File: src/irlp_pkg.sv
`default_nettype none

package irlp_pkg;

    localparam int unsigned CH_W     = 8;
    localparam int unsigned OUT_ID_W = 32;
    localparam int unsigned DIGIT_W  = 4;

    localparam logic [CH_W-1:0] CH_NUL    = 8'h00;
    localparam logic [CH_W-1:0] CH_LBRACK = 8'h5B;
    localparam logic [CH_W-1:0] CH_RBRACK = 8'h5D;
    localparam logic [CH_W-1:0] CH_COMMA  = 8'h2C;
    localparam logic [CH_W-1:0] CH_DASH   = 8'h2D;
    localparam logic [CH_W-1:0] CH_ZERO   = 8'h30;
    localparam logic [CH_W-1:0] CH_NINE   = 8'h39;

endpackage

`default_nettype wire

File: src/irlp_chan_if.sv
`default_nettype none

interface irlp_chr_if;
    logic                        valid;
    logic                        ready;
    logic [irlp_pkg::CH_W-1:0]   ch;
    logic                        last;

    modport source (output valid, output ch, output last, input ready);
    modport sink (input valid, input ch, input last, output ready);
endinterface

interface irlp_rng_if;
    logic                          valid;
    logic                          ready;
    logic                          range_valid;
    logic [irlp_pkg::OUT_ID_W-1:0] range_low;
    logic [irlp_pkg::OUT_ID_W-1:0] range_high;
    logic                          done_res;
    logic                          error;

    modport source (output valid, output range_valid, output range_low, output range_high,
                    output done_res, output error, input ready);
    modport sink (input valid, input range_valid, input range_low, input range_high,
                  input done_res, input error, output ready);
endinterface

`default_nettype wire

File: src/irlp_digit.sv
`default_nettype none

module irlp_digit #(
    parameter int unsigned ID_BITS = 32
) (
    input  wire logic [ID_BITS-1:0]               acc,
    input  wire logic [irlp_pkg::DIGIT_W-1:0]     digit,
    output logic      [ID_BITS-1:0]               sum,
    output logic                                  overflow
);

    localparam int unsigned WIDE_W = ID_BITS + 4;

    logic [WIDE_W-1:0] acc_wide;
    logic [WIDE_W-1:0] wide;

    // acc * 10 + digit, carried wide enough that nothing is lost
    assign acc_wide = WIDE_W'(acc);
    assign wide     = (acc_wide << 3) + (acc_wide << 1) + WIDE_W'(digit);
    assign sum      = wide[ID_BITS-1:0];
    assign overflow = |wide[WIDE_W-1:ID_BITS];

endmodule

`default_nettype wire

File: src/irlp_core.sv
`default_nettype none

module irlp_core #(
    parameter int unsigned ID_BITS = 32
) (
    input  wire logic                          clk,
    input  wire logic                          rst_n,
    input  wire logic                          step,
    input  wire logic [irlp_pkg::CH_W-1:0]     ch,
    input  wire logic                          last,
    output logic                               free,
    irlp_rng_if.source                         ranges
);

    typedef enum logic [1:0] {
        PH_BETWEEN,
        PH_FIRST,
        PH_DASH,
        PH_SECOND
    } phase_t;

    phase_t               phase_reg, phase_next;
    logic [ID_BITS-1:0]   first_reg, first_next;
    logic [ID_BITS-1:0]   cur_reg, cur_next;
    logic                 start_reg, start_next;
    logic                 close_reg, close_next;
    logic                 failed_reg, failed_next;
    logic                 stopped_reg, stopped_next;

    logic                            out_valid_reg, out_valid_next;
    logic                            rv_reg;
    logic [irlp_pkg::OUT_ID_W-1:0]   lo_reg;
    logic [irlp_pkg::OUT_ID_W-1:0]   hi_reg;
    logic                            done_reg;
    logic                            err_reg;

    logic [irlp_pkg::DIGIT_W-1:0]    digit;
    logic [ID_BITS-1:0]              acc_sum;
    logic                            acc_ovf;

    logic                 active;
    logic                 is_digit;
    logic                 tk_comma;
    phase_t               tk_phase;
    logic [ID_BITS-1:0]   tk_first;
    logic [ID_BITS-1:0]   tk_cur;
    logic                 tk_failed;
    logic                 fin;
    logic                 have;
    logic                 emit;
    logic [ID_BITS-1:0]   lo;
    logic [ID_BITS-1:0]   hi;

    assign digit    = irlp_pkg::DIGIT_W'(ch - irlp_pkg::CH_ZERO);
    assign is_digit = ch inside {[irlp_pkg::CH_ZERO:irlp_pkg::CH_NINE]};

    irlp_digit #(
        .ID_BITS (ID_BITS)
    ) u_digit (
        .acc      (cur_reg),
        .digit    (digit),
        .sum      (acc_sum),
        .overflow (acc_ovf)
    );

    always_comb
    begin
        active       = !stopped_reg && !failed_reg;
        tk_phase     = phase_reg;
        tk_first     = first_reg;
        tk_cur       = cur_reg;
        tk_failed    = failed_reg;
        tk_comma     = 1'b0;
        start_next   = start_reg;
        close_next   = close_reg;
        stopped_next = stopped_reg;

        if (active && ch == irlp_pkg::CH_NUL)
        begin
            stopped_next = 1'b1;
        end
        else if (active)
        begin
            if (close_reg)
            begin
                tk_failed = 1'b1;
            end
            else if (start_reg && ch == irlp_pkg::CH_LBRACK)
            begin
                start_next = 1'b0;
            end
            else
            begin
                start_next = 1'b0;
                if (ch == irlp_pkg::CH_RBRACK)
                begin
                    close_next = 1'b1;
                end
                else if (ch == irlp_pkg::CH_COMMA)
                begin
                    tk_comma = 1'b1;
                end
                else if (is_digit)
                begin
                    if (phase_reg == PH_BETWEEN || phase_reg == PH_DASH)
                    begin
                        tk_phase = (phase_reg == PH_BETWEEN) ? PH_FIRST : PH_SECOND;
                        tk_cur   = ID_BITS'(digit);
                    end
                    else if (acc_ovf)
                    begin
                        tk_failed = 1'b1;
                    end
                    else
                    begin
                        tk_cur = acc_sum;
                    end
                end
                else if (ch == irlp_pkg::CH_DASH && phase_reg == PH_FIRST)
                begin
                    tk_first = cur_reg;
                    tk_cur   = '0;
                    tk_phase = PH_DASH;
                end
                else
                begin
                    tk_failed = 1'b1;
                end
            end
        end

        // close the open token on NUL, on a comma, or at the end of the string
        fin = active && (ch == irlp_pkg::CH_NUL || tk_comma || (last && !tk_failed));

        phase_next  = fin ? PH_BETWEEN : tk_phase;
        first_next  = tk_first;
        cur_next    = tk_cur;
        failed_next = tk_failed || (fin && tk_phase == PH_DASH);
        have        = fin && (tk_phase == PH_FIRST || tk_phase == PH_SECOND);

        if (tk_phase == PH_SECOND && tk_cur < tk_first)
        begin
            lo = tk_cur;
            hi = tk_first;
        end
        else if (tk_phase == PH_SECOND)
        begin
            lo = tk_first;
            hi = tk_cur;
        end
        else
        begin
            lo = tk_cur;
            hi = tk_cur;
        end

        emit = have || last;

        if (last)
        begin
            phase_next   = PH_BETWEEN;
            first_next   = '0;
            cur_next     = '0;
            start_next   = 1'b1;
            close_next   = 1'b0;
            failed_next  = 1'b0;
            stopped_next = 1'b0;
        end
    end

    assign free = !out_valid_reg || ranges.ready;

    always_comb
    begin
        out_valid_next = out_valid_reg;
        if (step && emit)
        begin
            out_valid_next = 1'b1;
        end
        else if (ranges.ready)
        begin
            out_valid_next = 1'b0;
        end
    end

    always_ff @(posedge clk or negedge rst_n)
    begin
        if (!rst_n)
        begin
            phase_reg     <= PH_BETWEEN;
            first_reg     <= '0;
            cur_reg       <= '0;
            start_reg     <= 1'b1;
            close_reg     <= 1'b0;
            failed_reg    <= 1'b0;
            stopped_reg   <= 1'b0;
            out_valid_reg <= 1'b0;
        end
        else
        begin
            out_valid_reg <= out_valid_next;
            if (step)
            begin
                phase_reg   <= phase_next;
                first_reg   <= first_next;
                cur_reg     <= cur_next;
                start_reg   <= start_next;
                close_reg   <= close_next;
                failed_reg  <= failed_next;
                stopped_reg <= stopped_next;
            end
        end
    end

    always_ff @(posedge clk)
    begin
        if (step && emit)
        begin
            rv_reg   <= have && !failed_next;
            lo_reg   <= have ? irlp_pkg::OUT_ID_W'(lo) : '0;
            hi_reg   <= have ? irlp_pkg::OUT_ID_W'(hi) : '0;
            done_reg <= last;
            err_reg  <= last && (tk_failed || (fin && tk_phase == PH_DASH));
        end
    end

    assign ranges.valid       = out_valid_reg;
    assign ranges.range_valid = rv_reg;
    assign ranges.range_low   = lo_reg;
    assign ranges.range_high  = hi_reg;
    assign ranges.done_res    = done_reg;
    assign ranges.error       = err_reg;

endmodule

`default_nettype wire

File: src/id_range_list_parser.sv
// Each character waits in an input register; its result is registered in the output stage.
// One character per cycle while no result stalls; a step is a x10 accumulate and a compare.
// Characters that complete no token and do not end the string give no result transaction.
// Reset: rst_n, asynchronous and active low, empties both stages and returns the
// parser to the start of a string.
`default_nettype none

module id_range_list_parser #(
    parameter int unsigned ID_BITS = 32
) (
    input  wire logic    clk,
    input  wire logic    rst_n,
    irlp_chr_if.sink     chars,
    irlp_rng_if.source   ranges
);

    logic                          in_valid_reg, in_valid_next;
    logic [irlp_pkg::CH_W-1:0]     ch_reg;
    logic                          last_reg;
    logic                          free;
    logic                          advance;

    assign advance     = in_valid_reg && free;
    assign chars.ready = !in_valid_reg || free;

    always_comb
    begin
        in_valid_next = in_valid_reg;
        if (chars.valid && chars.ready)
        begin
            in_valid_next = 1'b1;
        end
        else if (advance)
        begin
            in_valid_next = 1'b0;
        end
    end

    always_ff @(posedge clk or negedge rst_n)
    begin
        if (!rst_n)
        begin
            in_valid_reg <= 1'b0;
        end
        else
        begin
            in_valid_reg <= in_valid_next;
        end
    end

    // hold the character until the parser takes it
    always_ff @(posedge clk)
    begin
        if (chars.valid && chars.ready)
        begin
            ch_reg   <= chars.ch;
            last_reg <= chars.last;
        end
    end

    irlp_core #(
        .ID_BITS (ID_BITS)
    ) u_core (
        .clk    (clk),
        .rst_n  (rst_n),
        .step   (advance),
        .ch     (ch_reg),
        .last   (last_reg),
        .free   (free),
        .ranges (ranges)
    );

endmodule

`default_nettype wire

File: src/flat_wrapper.sv
// flat-port wrapper written by rule: the top's interface ports become plain ports
module id_range_list_parser_flat 
#(
    parameter int unsigned ID_BITS = 32
)
  (clk, rst_n, chars_valid, chars_ch, chars_last, chars_ready, ranges_valid, ranges_range_valid, ranges_range_low, ranges_range_high, ranges_done_res, ranges_error, ranges_ready);
  irlp_chr_if chars_i ();
  irlp_rng_if ranges_i ();
  input  wire logic clk;
  input  wire logic rst_n;
  input wire logic [$bits(chars_i.valid)-1:0] chars_valid;
  input wire logic [$bits(chars_i.ch)-1:0] chars_ch;
  input wire logic [$bits(chars_i.last)-1:0] chars_last;
  output wire logic [$bits(chars_i.ready)-1:0] chars_ready;
  output wire logic [$bits(ranges_i.valid)-1:0] ranges_valid;
  output wire logic [$bits(ranges_i.range_valid)-1:0] ranges_range_valid;
  output wire logic [$bits(ranges_i.range_low)-1:0] ranges_range_low;
  output wire logic [$bits(ranges_i.range_high)-1:0] ranges_range_high;
  output wire logic [$bits(ranges_i.done_res)-1:0] ranges_done_res;
  output wire logic [$bits(ranges_i.error)-1:0] ranges_error;
  input wire logic [$bits(ranges_i.ready)-1:0] ranges_ready;
  assign chars_i.valid = chars_valid;
  assign chars_i.ch = chars_ch;
  assign chars_i.last = chars_last;
  assign chars_ready = chars_i.ready;
  assign ranges_valid = ranges_i.valid;
  assign ranges_range_valid = ranges_i.range_valid;
  assign ranges_range_low = ranges_i.range_low;
  assign ranges_range_high = ranges_i.range_high;
  assign ranges_done_res = ranges_i.done_res;
  assign ranges_error = ranges_i.error;
  assign ranges_i.ready = ranges_ready;
  id_range_list_parser #(.ID_BITS(ID_BITS)) u_core (.clk(clk), .rst_n(rst_n), .chars(chars_i), .ranges(ranges_i));
endmodule
File: config.mk
export PLATFORM = sky130hd
export DESIGN_NAME = id_range_list_parser_flat
export DESIGN_NICKNAME = d
export VERILOG_FILES = /design/src/irlp_pkg.sv /design/src/irlp_chan_if.sv /design/src/irlp_digit.sv /design/src/irlp_core.sv /design/src/id_range_list_parser.sv /design/src/flat_wrapper.sv
export SDC_FILE = /design/constraint.sdc
export NUM_CORES = 1
export LEC_CHECK = 0
export ABC_AREA = 1
export BUFFER_PORTS_ARGS = -buffer_cell sky130_fd_sc_hd__buf_2
export CAP_MARGIN = 15
export CORE_ASPECT_RATIO = 1.25
export CORE_MARGIN = 4
export CORE_UTILIZATION = 55
export CTS_CLUSTER_DIAMETER = 50
export CTS_CLUSTER_SIZE = 12
export DETAILED_ROUTE_END_ITERATION = 8
export GPL_ROUTABILITY_DRIVEN = 0
export PLACE_DENSITY = 0.76
export SETUP_SLACK_MARGIN = 0.5
export SLEW_MARGIN = 10
export SYNTH_ARGS = -nofsm -noshare
export SYNTH_HDL_FRONTEND = slang
export SYNTH_SLANG_ARGS = --single-unit
File: constraint.sdc
create_clock -name clk -period 13.7 [get_ports clk]
set_clock_uncertainty 0.1 [all_clocks]
set_input_delay 0.685 -clock clk [delete_from_list [all_inputs] [get_ports clk]]
set_output_delay 0.685 -clock clk [all_outputs]
set_load 0.1 [all_outputs]
==> impl_metrics.py <==
metrics = {
    "run_status": {
        "status": "finished, final reports clean",
    },
    "synth": {
        "synthesis.nets": 1560,
        "synthArstFlopShare_pct": 48.6,
        "synth_top_family_by_area": "simple AND/OR/NAND/NOR gates",
        "ys.flop_type": "edfxtp_1",
        "synth-seq-cells": 148,
        "muxShareOfSynthArea_pct": 0,
        "synth_warnings": 0,
        "synth_compound_area_share_pct": 17.1,
        "synth_area_leaders": "edfxtp_1, dfrtp_1, nand2_1, ha_1, nor2_1",
        "synthAdderAreaFrac_pct": 11.3,
        "synth_cells": 1451,
        "avgSynthCellArea_sq_um": 7.45,
        "synth_xor_area_share_pct": 2.11,
        "synth_area_sq_um": 10800,
        "synthSimpleGateAreaFrac_pct": 23.4,
        "synth_edf_count": 76,
        "synth_top_area_share_pct": 21.1,
        "synth_top_area_cell": "edfxtp_1",
        "yosysSeqAreaShare_pct": 37.8,
        "ys_types": 43,
    },
    "cells_and_area": {
        "utilization_pct": 61.5,
        "fillerInstances": 1756,
        "syn2layout_area_growth_pct": 10.5,
        "drive_gt1_share_pct": 9.29,
        "finalNetCount": 1603,
        "multi_input_area_sq_um": 5840,
        "final_common_cell": "nand2_1",
        "ff_latch_area_sq_um": 4090,
        "diodes": 0,
        "mostFrequentLayoutCells": "nand2_1, nor2_1, inv_1",
    },
    "sta": {
        "tightest_slew_ns": 0.972,
        "slew_headroom_pct": 34.9,
        "finalHoldViolCount": 0,
        "max_freq_ghz": 0.128,
        "tns_ns": 0,
        "layout_min_cycle_time_ns": 7.80,
        "finalMaxSlewViolations": 0,
        "hold_ws_ns": 0.326,
        "rsz0062_at_grt": "false",
        "period_share_pct": 56.9,
        "finalSetupViolations": 0,
    },
    "drt": {
        "drtIter0Drc": 877,
        "routed_wirelength_mm": 26.1,
        "drt.antenna.violating_nets": 0,
        "firstDrtPassIters": 6,
        "num_vias": 9953,
        "vias_per_cell": 5.62,
        "wl_per_cell_um": 14.8,
        "drcViolationCount": 0,
    },
    "floorplanning": {
        "io_pins": 82,
        "coreArea_sq_um": 19400,
        "fp.dieH_um": 165,
        "die_x_um": 133,
        "initial_core_util_pct": 55.7,
        "die_area_sq_um": 22000,
        "fp-row-count": 57,
    },
    "setup_path": {
        "criticalPathCategory": "reg2reg",
        "r2r-start": "u_core.u_core.cur_reg[0]$_DFFE_PN0P_",
        "cp_data_arrival_time_ns": 7.87,
        "worstSetupEndpoint": "u_core.u_core.ranges.range_high[9]$_SDFFCE_PN0P_",
        "critPathLaunchType": "flop",
        "reg2reg_depth": 31,
        "cp-end-kind": "flop",
        "path_depth": 31,
        "cp.buffers_inverters": 5,
        "r2r-end": "u_core.u_core.ranges.range_high[9]$_SDFFCE_PN0P_",
        "crit_family": "simple AND/OR/NAND/NOR gates",
        "cp.required_ns": 13.77,
        "cp_max_fo": 70,
        "slowest_delay_ns": 0.86,
        "critPathMostFrequentCell": "nand2_1",
        "r2r_slack_ns": 5.90,
        "startpoint": "u_core.u_core.cur_reg[0]$_DFFE_PN0P_",
        "crit_slowest_cell": "clkinv_1",
    },
    "global_routing": {
        "grt_pass1_vias": 8982,
        "grt_usage_pct": 23.8,
        "grt_max_degree": 73,
        "antenna_found_initial": 0,
        "gr-total-overflow": 0,
        "grt_pass1_wl_mm": 43.2,
    },
    "power": {
        "powerDensity_nw_per_um2": 130,
        "leakage_nw": 5.57,
        "vdd_drop_max_mv": 0.0809,
    },
    "clocking": {
        "cts_buffer_depth": 2,
        "cts_resized": 0,
        "cts_sinks": 148,
        "cts_root_buf": "clkbuf_16",
        "htreeDepth": 4,
        "tritoncts": "done",
        "clkTransAtPathRegs_ns": 0.07,
        "clk_latency_ns": 0.43,
        "cts_made_buffers": 17,
        "cts_setup_buffers": 0,
        "hold_buffers": 0,
    },
    "place": {
        "port_buffers": 81,
        "hpwl_mm": 18.8,
    },
    "flow_run": {
        "drv_cap": 0,
    },
    "worst_hold_path": {
        "hp-class": "in2reg",
    },
}
## synthesized netlist by cell type (all sizes together) (7+ instances only)
| cell type | instances |
|---|---|
| o21ai | 111 |
| xnor2 | 10 |
| xor2 | 16 |
| inv | 155 |
| dfrtp | 71 |
| nand2 | 383 |
| a31oi | 21 |
| nand3 | 61 |
| buf | 22 |
| a21oi | 91 |
| clkbuf | 47 |
| nor2 | 167 |
| o211ai | 17 |
| edfxtp | 76 |
| o22ai | 39 |
| ha | 94 |
| a22oi | 25 |
| o21bai | 7 |
## area by class of cell
type | instances | area share [%]
Clock buffer | 18 | 3.68
Timing Repair Buffer | 93 | 4.15
Clock inverter | 14 | 1.30
Tap cell | 265 | 2.78
Sequential cell | 148 | 34.2
Inverter | 157 | 4.94
Multi-Input combinational cell | 1077 | 48.9
## worst min path at each step
stage | startpoint | end | slack [ns] | cells after the start
3_3_place_gp | u_core.u_core.start_reg$_DFFE_PN1P_ | u_core.u_core.start_reg$_DFFE_PN1P_ | 0.37 | 2
6_report | chars_ch[4] | u_core.ch_reg[4]$_DFFE_PP_ | 0.33 | 1
4_1_cts | chars_ch[4] | u_core.ch_reg[4]$_DFFE_PP_ | 0.32 | 1
3_5_place_dp | u_core.u_core.start_reg$_DFFE_PN1P_ | u_core.u_core.start_reg$_DFFE_PN1P_ | 0.37 | 2
5_1_grt | chars_ch[5] | u_core.ch_reg[5]$_DFFE_PP_ | 0.31 | 1
2_1_floorplan | rst_n | u_core.in_valid_reg$_DFFE_PN0P_ | 0.29 | 0
## layer usage
metal  GRT usage (%)  wire length (um)
met2            38.7             11900
met4            4.91               337
met3            3.23              1650
met5               0                 0
met1            34.4             12200
## kinds of logic after synthesis
| logic type | after synthesis |
|---|---|
| AOI/OAI and AO/OA | 322 |
| xor gates and xnor gates | 26 |
| adders and majority gates | 96 |
| buffers and inverters | 226 |
| DFF | 148 |
| and+or+nand+nor | 633 |
## stage by stage
step | cells | total power, mW | worst slack, ns | area, sq um
3_5_place_dp | 1740 | 1.08 | 6.09 | 11300
2_1_floorplan | 1451 | 0.962 | 8.44 | 10800
4_1_cts | 1772 | 1.55 | 6.00 | 11900
5_1_grt | 1772 | 1.65 | 5.15 | 11900
6_report | 1772 | 1.56 | 5.90 | 11900
3_3_place_gp | 1740 | 1.07 | 6.26 | 11300
## report_power, final
part | internal [mW] | switching [mW] | total, mW
registers | 0.500 | 0.0328 | 0.533
clock network | 0.264 | 0.208 | 0.472
logic | 0.158 | 0.393 | 0.551
No activity file was read; power rests on OpenSTA's default activity.
